==> src/design/ihd_pkg.sv <==
// ----------------------------------------------------------------------------
// ihd_pkg
// Shared types, codes and helpers for the cartridge header decoder.
// ----------------------------------------------------------------------------
package ihd_pkg;

	localparam int unsigned SIG_LEN   = 4;
	localparam int unsigned HDR_BYTES = 12;   // header bytes 4..15
	localparam int unsigned POS_W     = 4;
	localparam logic [POS_W-1:0] POS_LAST = 4'd15;

	localparam logic [7:0] SIG_BYTES [SIG_LEN] = '{8'h4E, 8'h45, 8'h53, 8'h1A};

	localparam logic STATUS_OK  = 1'b0;
	localparam logic STATUS_BAD = 1'b1;

	localparam logic [1:0] VER_ARCHAIC = 2'd0;
	localparam logic [1:0] VER_INES    = 2'd1;
	localparam logic [1:0] VER_NES2    = 2'd2;

	localparam logic [1:0] MIRROR_HORZ = 2'd0;
	localparam logic [1:0] MIRROR_VERT = 2'd1;
	localparam logic [1:0] MIRROR_FOUR = 2'd2;

	localparam logic [3:0] VER_MASK = 4'hC;
	localparam logic [3:0] VER_NES2_ID = 4'h8;

	localparam int unsigned RAM_W = 22;
	localparam logic [RAM_W-1:0] RAM_8K = 22'h2000;
	localparam logic [RAM_W-1:0] RAM_NES2_BASE = 22'd64;

	// Snapshot of a complete header: signature result and bytes 4..15
	typedef struct packed {
		logic                         sig_ok;
		logic [HDR_BYTES-1:0][7:0]    b;
	} hdr_t;

	typedef struct packed {
		logic             status;
		logic [1:0]       version;
		logic [11:0]      mapper;
		logic [3:0]       submapper;
		logic [25:0]      prg_rom_bytes;
		logic [24:0]      chr_rom_bytes;
		logic [RAM_W-1:0] prg_ram_bytes;
		logic [RAM_W-1:0] prg_nvram_bytes;
		logic [RAM_W-1:0] chr_ram_bytes;
		logic [RAM_W-1:0] chr_nvram_bytes;
		logic [1:0]       mirroring;
		logic [3:0]       flags;
	} res_t;

	// NES 2.0 RAM size: zero shift means no RAM, else 64 << shift
	function automatic logic [RAM_W-1:0] nes2_ram(input logic [3:0] shift);
		logic [RAM_W-1:0] sz;
		if (shift == 4'd0) begin
			sz = '0;
		end else begin
			sz = RAM_NES2_BASE << shift;
		end
		return sz;
	endfunction

endpackage

==> src/design/ihd_in_if.sv <==
// ----------------------------------------------------------------------------
// ihd_in_if
// Header byte channel: valid/ready with one byte and a start flag.
// ----------------------------------------------------------------------------
interface ihd_in_if;
	logic       valid;
	logic       ready;
	logic [7:0] hdr_byte;
	logic       start_req;

	modport source (output valid, output hdr_byte, output start_req, input ready);
	modport sink   (input valid, input hdr_byte, input start_req, output ready);
endinterface

==> src/design/ihd_out_if.sv <==
// ----------------------------------------------------------------------------
// ihd_out_if
// Decoded header channel: valid/ready with the decoded fields.
// ----------------------------------------------------------------------------
interface ihd_out_if;
	logic        valid;
	logic        ready;
	logic        status;
	logic [1:0]  version;
	logic [11:0] mapper;
	logic [3:0]  submapper;
	logic [25:0] prg_rom_bytes;
	logic [24:0] chr_rom_bytes;
	logic [21:0] prg_ram_bytes;
	logic [21:0] prg_nvram_bytes;
	logic [21:0] chr_ram_bytes;
	logic [21:0] chr_nvram_bytes;
	logic [1:0]  mirroring;
	logic [3:0]  flags;

	modport source (
		output valid, output status, output version, output mapper, output submapper,
		output prg_rom_bytes, output chr_rom_bytes, output prg_ram_bytes,
		output prg_nvram_bytes, output chr_ram_bytes, output chr_nvram_bytes,
		output mirroring, output flags, input ready
	);
	modport sink (
		input valid, input status, input version, input mapper, input submapper,
		input prg_rom_bytes, input chr_rom_bytes, input prg_ram_bytes,
		input prg_nvram_bytes, input chr_ram_bytes, input chr_nvram_bytes,
		input mirroring, input flags, output ready
	);
endinterface

==> src/design/ines_header_decoder_top.sv <==
// Latency: the result is valid the cycle after header byte 15 is accepted.
// Throughput: one header byte per cycle while the output register is free or
// being emptied; set by the single output register and its ready handshake.
// Reset: position to byte 0, signature check armed, output empty; the
// header byte store is not reset.
// ----------------------------------------------------------------------------
// ines_header_decoder_top
// Cartridge header decoder: collects 16 bytes and gives one decoded result.
// ----------------------------------------------------------------------------
module ines_header_decoder_top (
	input  logic      clk,
	input  logic      arst_n,
	ihd_in_if.sink    hdr,
	ihd_out_if.source res
);
	import ihd_pkg::*;

	logic accept;
	logic last;
	hdr_t snap;
	res_t dec;
	res_t res_q;
	logic res_valid_q;

	// a byte is taken whenever the output slot is free or being emptied
	assign hdr.ready = !res_valid_q || res.ready;
	assign accept    = hdr.valid && hdr.ready;

	ihd_collect u_collect (
		.clk       (clk),
		.arst_n    (arst_n),
		.accept    (accept),
		.hdr_byte  (hdr.hdr_byte),
		.start_req (hdr.start_req),
		.last      (last),
		.hdr       (snap)
	);

	ihd_decode u_decode (
		.hdr (snap),
		.res (dec)
	);

	always_ff @(posedge clk or negedge arst_n) begin
		if (!arst_n) begin
			res_valid_q <= 1'b0;
		end else if (accept && last) begin
			res_valid_q <= 1'b1;
		end else if (res.ready) begin
			res_valid_q <= 1'b0;
		end
	end

	always_ff @(posedge clk) begin
		if (accept && last) begin
			res_q <= dec;
		end
	end

	assign res.valid           = res_valid_q;
	assign res.status          = res_q.status;
	assign res.version         = res_q.version;
	assign res.mapper          = res_q.mapper;
	assign res.submapper       = res_q.submapper;
	assign res.prg_rom_bytes   = res_q.prg_rom_bytes;
	assign res.chr_rom_bytes   = res_q.chr_rom_bytes;
	assign res.prg_ram_bytes   = res_q.prg_ram_bytes;
	assign res.prg_nvram_bytes = res_q.prg_nvram_bytes;
	assign res.chr_ram_bytes   = res_q.chr_ram_bytes;
	assign res.chr_nvram_bytes = res_q.chr_nvram_bytes;
	assign res.mirroring       = res_q.mirroring;
	assign res.flags           = res_q.flags;

endmodule

==> src/design/ihd_collect.sv <==
// ----------------------------------------------------------------------------
// ihd_collect
// Tracks the byte position, checks the signature and keeps header bytes.
// ----------------------------------------------------------------------------
module ihd_collect (
	input  logic          clk,
	input  logic          arst_n,
	input  logic          accept,
	input  logic [7:0]    hdr_byte,
	input  logic          start_req,
	output logic          last,
	output ihd_pkg::hdr_t hdr
);
	import ihd_pkg::*;

	logic [POS_W-1:0] pos_q;
	logic             sig_q;
	logic [POS_W-1:0] pos;
	logic             sig_cur;
	logic             sig_nxt;
	logic [7:0]       store_q [HDR_BYTES-1];

	// start flag overrides the running position
	assign pos     = start_req ? '0 : pos_q;
	assign sig_cur = start_req ? 1'b1 : sig_q;
	assign last    = (pos == POS_LAST);

	always_comb begin
		sig_nxt = sig_cur;
		if (pos < POS_W'(SIG_LEN)) begin
			if (hdr_byte != SIG_BYTES[pos[1:0]]) begin
				sig_nxt = 1'b0;
			end
		end
	end

	always_ff @(posedge clk or negedge arst_n) begin
		if (!arst_n) begin
			pos_q <= '0;
			sig_q <= 1'b1;
		end else if (accept) begin
			if (last) begin
				pos_q <= '0;
				sig_q <= 1'b1;
			end else begin
				pos_q <= pos + 1'b1;
				sig_q <= sig_nxt;
			end
		end
	end

	// bytes 4..14 kept; byte 15 is used as it arrives
	for (genvar i = 0; i < HDR_BYTES - 1; i++) begin : g_store
		always_ff @(posedge clk) begin
			if (accept && (pos == POS_W'(i + SIG_LEN))) begin
				store_q[i] <= hdr_byte;
			end
		end
		assign hdr.b[i] = store_q[i];
	end

	assign hdr.b[HDR_BYTES-1] = hdr_byte;
	assign hdr.sig_ok         = sig_cur;

endmodule

==> src/design/ihd_decode.sv <==
// ----------------------------------------------------------------------------
// ihd_decode
// Turns a complete header snapshot into the decoded result fields.
// ----------------------------------------------------------------------------
module ihd_decode (
	input  ihd_pkg::hdr_t hdr,
	output ihd_pkg::res_t res
);
	import ihd_pkg::*;

	logic [7:0] b4, b5, b6, b7, b8, b9, b10, b11, b12, b13, b14, b15;
	logic [1:0] ver;
	logic       battery;
	logic [RAM_W-1:0] ram;

	assign b4  = hdr.b[0];
	assign b5  = hdr.b[1];
	assign b6  = hdr.b[2];
	assign b7  = hdr.b[3];
	assign b8  = hdr.b[4];
	assign b9  = hdr.b[5];
	assign b10 = hdr.b[6];
	assign b11 = hdr.b[7];
	assign b12 = hdr.b[8];
	assign b13 = hdr.b[9];
	assign b14 = hdr.b[10];
	assign b15 = hdr.b[11];

	assign battery = b6[1];

	always_comb begin
		if ((b7[3:0] & VER_MASK) == VER_NES2_ID) begin
			ver = VER_NES2;
		end else if ((b7[3:0] & VER_MASK) == 4'h0 && b12 == 8'h00 && b13 == 8'h00
				&& b14 == 8'h00 && b15 == 8'h00) begin
			ver = VER_INES;
		end else begin
			ver = VER_ARCHAIC;
		end
	end

	// PRG RAM for the older formats; a zero count still means 8 KiB
	always_comb begin
		if (ver == VER_INES && b8 != 8'h00) begin
			ram = {1'b0, b8, 13'h0};
		end else begin
			ram = RAM_8K;
		end
	end

	always_comb begin
		res = '0;
		if (!hdr.sig_ok) begin
			res.status = STATUS_BAD;
		end else begin
			res.status  = STATUS_OK;
			res.version = ver;
			if (ver == VER_NES2) begin
				res.mapper          = {b8[3:0], b7[7:4], b6[7:4]};
				res.submapper       = b9[7:4];
				res.prg_rom_bytes   = {b9[3:0], b4, 14'h0};
				res.chr_rom_bytes   = {b9[7:4], b5, 13'h0};
				res.prg_ram_bytes   = nes2_ram(b10[3:0]);
				res.prg_nvram_bytes = nes2_ram(b10[7:4]);
				res.chr_ram_bytes   = nes2_ram(b11[3:0]);
				res.chr_nvram_bytes = nes2_ram(b11[7:4]);
			end else begin
				if (ver == VER_INES) begin
					res.mapper = {4'h0, b7[7:4], b6[7:4]};
				end else begin
					res.mapper = {8'h00, b6[7:4]};
				end
				res.prg_rom_bytes = {4'h0, b4, 14'h0};
				res.chr_rom_bytes = {4'h0, b5, 13'h0};
				if (battery) begin
					res.prg_nvram_bytes = ram;
				end else begin
					res.prg_ram_bytes = ram;
				end
				res.chr_ram_bytes = (b5 == 8'h00) ? RAM_8K : '0;
			end

			if (b6[3]) begin
				res.mirroring = MIRROR_FOUR;
			end else if (b6[0]) begin
				res.mirroring = MIRROR_VERT;
			end else begin
				res.mirroring = MIRROR_HORZ;
			end

			res.flags = {(ver == VER_NES2) ? b14[1:0] : 2'b00, b6[2], battery};
		end
	end

endmodule

==> src/flat_wrapper.sv <==
// flat-port wrapper written by rule: the top's interface ports become plain ports
module ines_header_decoder_top_flat import ihd_pkg::*;
  (clk, arst_n, hdr_valid, hdr_hdr_byte, hdr_start_req, hdr_ready, res_valid, res_status, res_version, res_mapper, res_submapper, res_prg_rom_bytes, res_chr_rom_bytes, res_prg_ram_bytes, res_prg_nvram_bytes, res_chr_ram_bytes, res_chr_nvram_bytes, res_mirroring, res_flags, res_ready);
  ihd_in_if hdr_i ();
  ihd_out_if res_i ();
  input  logic clk;
  input  logic arst_n;
  input wire logic [$bits(hdr_i.valid)-1:0] hdr_valid;
  input wire logic [$bits(hdr_i.hdr_byte)-1:0] hdr_hdr_byte;
  input wire logic [$bits(hdr_i.start_req)-1:0] hdr_start_req;
  output wire logic [$bits(hdr_i.ready)-1:0] hdr_ready;
  output wire logic [$bits(res_i.valid)-1:0] res_valid;
  output wire logic [$bits(res_i.status)-1:0] res_status;
  output wire logic [$bits(res_i.version)-1:0] res_version;
  output wire logic [$bits(res_i.mapper)-1:0] res_mapper;
  output wire logic [$bits(res_i.submapper)-1:0] res_submapper;
  output wire logic [$bits(res_i.prg_rom_bytes)-1:0] res_prg_rom_bytes;
  output wire logic [$bits(res_i.chr_rom_bytes)-1:0] res_chr_rom_bytes;
  output wire logic [$bits(res_i.prg_ram_bytes)-1:0] res_prg_ram_bytes;
  output wire logic [$bits(res_i.prg_nvram_bytes)-1:0] res_prg_nvram_bytes;
  output wire logic [$bits(res_i.chr_ram_bytes)-1:0] res_chr_ram_bytes;
  output wire logic [$bits(res_i.chr_nvram_bytes)-1:0] res_chr_nvram_bytes;
  output wire logic [$bits(res_i.mirroring)-1:0] res_mirroring;
  output wire logic [$bits(res_i.flags)-1:0] res_flags;
  input wire logic [$bits(res_i.ready)-1:0] res_ready;
  assign hdr_i.valid = hdr_valid;
  assign hdr_i.hdr_byte = hdr_hdr_byte;
  assign hdr_i.start_req = hdr_start_req;
  assign hdr_ready = hdr_i.ready;
  assign res_valid = res_i.valid;
  assign res_status = res_i.status;
  assign res_version = res_i.version;
  assign res_mapper = res_i.mapper;
  assign res_submapper = res_i.submapper;
  assign res_prg_rom_bytes = res_i.prg_rom_bytes;
  assign res_chr_rom_bytes = res_i.chr_rom_bytes;
  assign res_prg_ram_bytes = res_i.prg_ram_bytes;
  assign res_prg_nvram_bytes = res_i.prg_nvram_bytes;
  assign res_chr_ram_bytes = res_i.chr_ram_bytes;
  assign res_chr_nvram_bytes = res_i.chr_nvram_bytes;
  assign res_mirroring = res_i.mirroring;
  assign res_flags = res_i.flags;
  assign res_i.ready = res_ready;
  ines_header_decoder_top u_core (.clk(clk), .arst_n(arst_n), .hdr(hdr_i), .res(res_i));
endmodule
==> config.mk <==
export PLATFORM = sky130hd
export DESIGN_NAME = ines_header_decoder_top_flat
export DESIGN_NICKNAME = d
export VERILOG_FILES = /design/src/design/ihd_pkg.sv /design/src/design/ihd_in_if.sv /design/src/design/ihd_out_if.sv /design/src/design/ines_header_decoder_top.sv /design/src/design/ihd_collect.sv /design/src/design/ihd_decode.sv /design/src/flat_wrapper.sv
export SDC_FILE = /design/constraint.sdc
export NUM_CORES = 1
export LEC_CHECK = 0
export BUFFER_PORTS_ARGS = -buffer_cell sky130_fd_sc_hd__buf_4
export CORE_ASPECT_RATIO = 0.8
export CORE_MARGIN = 3
export CORE_UTILIZATION = 50
export CTS_CLUSTER_SIZE = 12
export DETAILED_ROUTE_END_ITERATION = 12
export HOLD_SLACK_MARGIN = 0.03
export PLACE_DENSITY = 0.75
export SLEW_MARGIN = 20
export SYNTH_ARGS = -nofsm -noshare
export SYNTH_HDL_FRONTEND = slang
export SYNTH_SLANG_ARGS = --single-unit
==> constraint.sdc <==
create_clock -name clk -period 12.5 [get_ports clk]
set_clock_uncertainty 0.1 [all_clocks]
set_input_delay 1.25 -clock clk [delete_from_list [all_inputs] [get_ports clk]]
set_output_delay 1.25 -clock clk [all_outputs]
set_load 0.1 [all_outputs]
==> results.yml <==
run_status:
  status: "completed"
placement:
  place_congestion: 0.826
  io_buffers: 127
  placed_cells: 828
  dp_hpwl_um: 10200
grt:
  grt_start_max_net_pins: 71
  overflow: 0
  grt_pass1_wl_um: 24100
  grt_antenna_before_repair: 0
  grt_usage_pct: 17.5
  grt_pass1_vias: 4408
logic_synthesis:
  yosysWarningCount: 0
  synth_cell_types: 47
  syn_area_mm2: 0.00788
  ys_seq_area_share_pct: 76.2
  synth_top_cell_by_area: "edfxtp_1"
  syn_avg_cell_area_um2: 15.7
  synth_area_leaders: "edfxtp_1 74%, buf_4 5.3%, and2_1 2.5%"
  synthCells: 503
  ys_seq_elements: 201
  synthDominantCellAreaShare_pct: 74.3
detailed_routing:
  viasPerCell: 5.26
  routed_wl_um: 15700
  dr.first_iter.drc_count: 371
  vias: 4511
  drc_errors: 0
  wire_per_inst_um: 18.3
  ant_nets: 0
  first_pass_iters: 5
clocking:
  cts_tree: "done"
  root_buffer: "clkbuf_16"
  h-tree-depth: 1
  cts.repair.resized: 0
  clock_latency_ns: 0.48
  hold_buffers: 0
  path_clk_slew_ns: 0.06
  cts.path.max_buffers: 3
  cts_made_buffers: 21
  post_cts_buffers: 0
  cts.sinks: 201
finish:
  area_delta_synth_final_pct: 19.6
  antenna_cells: 0
  layout.cells.non_filler: 857
  postLayoutCoreUtil_pct: 62.0
  fin_nets: 660
  drive_above_1_share_pct: 25.5
  n_fill_cell: 1161
worst_setup_path:
  crit_arrival_ns: 3.53
  start_kind: "primary input"
  path_max_fanout: 70
  critical_path_class: "primary input to flip-flop"
  required_ns: 12.50
  crit_path_end_kind: "flip-flop"
floorplanning:
  die_h_um: 118
  die_area_mm2: 0.0173
  rows: 40
  core_area_mm2: 0.0152
  die_x_um: 146
  initial_core_util_pct: 51.8
  io_pins: 179
job:
  drv_cap: 0
timing:
  tightest_slew_ns: 1.03
  min_period_ns: 3.52
  rsz0062_at_grt: "no"
  finalHoldViolCount: 0
  slew_headroom_pct: 30.4
  fmax_ghz: 0.284
  setup_viol: 0
  post-route-period-util_pct: 28.2
  tns_ns: 0
  slew_violations: 0
  whs_ns: 0.401
hold_path:
  hold_path_class: "flip-flop to flip-flop"
pwr:
  leakagePower_nw: 3.39
  power_density_mw_per_mm2: 144
  vdd_drop_max_mv: 0.0891
[registers in the layout (all words and copies together) (netlist names), 12 cells and up]
register	count
u_core.res.chr_nvram_bytes	16
u_core.res.chr_ram_bytes	16
u_core.res.chr_rom_bytes	12
u_core.res.mapper	12
u_core.res.prg_nvram_bytes	16
u_core.res.prg_ram_bytes	16
u_core.res.prg_rom_bytes	12
u_core.u_collect.store_q	86
[power by group]
group          switching (mW)  internal (mW)
sequential            0.00186          0.736
clock                   0.223          0.300
combinational          0.0851        0.00831
[cell families after synthesis]
logic type / count (synthesis) / share of synthesized area, %
other: 1 / 0.0476
multiplexers: 1 / 0.127
AO/OA/AOI/OAI: 31 / 2.76
buffers and inverters: 78 / 6.52
flip-flops: 201 / 76.2
AND/OR/NAND/NOR: 184 / 13.3
XOR/XNOR: 2 / 0.222
adder cells (fa/ha/maj): 5 / 0.794
[synth_stat cells (all sizes together)]
master and number:
o22ai 5, o32ai 2, o2bb2ai 7, and4 1
o41ai 1, nor3b 2, nand4 4, or4 1
nand2 17, nor4 26, nor2 30, dfstp 1
or3 1, nand4b 1, nand3 9, buf 59
nor3 18, nor4b 1, conb 1, and2 32
inv 9, or2 2, xor2 2, a21o 3
dfrtp 5, a2bb2o 1, edfxtp 195, clkinv 1
ha 5, and4b 1, a311oi 1, and3 13
clkbuf 9, nor2b 3, a21oi 4, o21ai 5
nand3b 8, nand2b 14, mux2i 1, a31oi 2
[layer usage]
| metal | share of wire [%] | routed length (µm) | global-route usage (%) | up-vias |
|---|---|---|---|---|
| li1 | - | - | - | 2054 |
| met1 | 42 | 6550 | 24.8 | 2160 |
| met2 | 46 | 7240 | 27.1 | 265 |
| met3 | 10 | 1580 | 4.48 | 32 |
| met4 | 2.1 | 328 | 4.99 | 0 |
| met5 | 0 | 0 | 0 | - |
[per-stage QoR]
step,power [mW],setup slack [ns],area [µm²]
2_1_floorplan,0.844,4.84,8080
3_3_place_gp,0.843,8.10,8850
3_5_place_dp,0.844,7.89,8850
4_1_cts,1.36,8.38,9400
5_1_grt,1.39,8.75,9430
6_report,1.35,8.98,9430
[path summary, 6_finish.rpt]
check / startpoint / to / slack, ns / depth (start not counted)
max reg2reg: u_core.u_collect.pos_q[1] / u_core.res.prg_rom_bytes[24] / 9.48 / 5
min: u_core.u_collect.sig_q / u_core.u_collect.sig_q / 0.40 / 2
max in group asynchronous: arst_n / u_core.u_collect.sig_q / 11.64 / 1
max: hdr_start_req / u_core.res.prg_rom_bytes[24] / 8.98 / 6
min in group asynchronous: arst_n / u_core.res.valid / 0.46 / 1
min reg2reg: u_core.u_collect.sig_q / u_core.u_collect.sig_q / 0.40 / 2
[cells in the final DEF (no fill, tap or decap), types with 3 or more instances in the layout]
cell type  count
a21o_1         3
a21oi_1        4
and2_1        31
and3_1        13
buf_4        129
clkbuf_16     21
clkinv_1       3
clkinv_2       3
conb_1        55
dfrtp_1        5
edfxtp_1     195
ha_1           5
inv_1          8
nand2_1       16
nand2b_1      14
nand3_1        9
nand3b_1       8
nand4_1        4
nor2_1        29
nor2b_1        3
nor3_1        17
nor4_1        24
o21ai_0        5
o22ai_1        5
o2bb2ai_1      7
[final cells by class]
| cell class | instances | area [µm²] | share of cell area (%) |
|---|---|---|---|
| Clock buffer | 23 | 533 | 5.65 |
| Clock inverter | 5 | 22.5 | 0.239 |
| Inverter | 10 | 40.0 | 0.425 |
| Multi-Input combinational cell | 278 | 1580 | 16.7 |
| Sequential cell | 201 | 6010 | 63.7 |
| Tap cell | 210 | 263 | 2.79 |
| Timing Repair Buffer | 130 | 988 | 10.5 |
[critical path, stage by stage]
cell     delay, ns
buf_4         0.15
nor2b_1       0.34
ha_1          0.39
nand3_1       0.22
nor2_4        0.39
buf_4         0.75
Power figures use the tool's default switching activity.
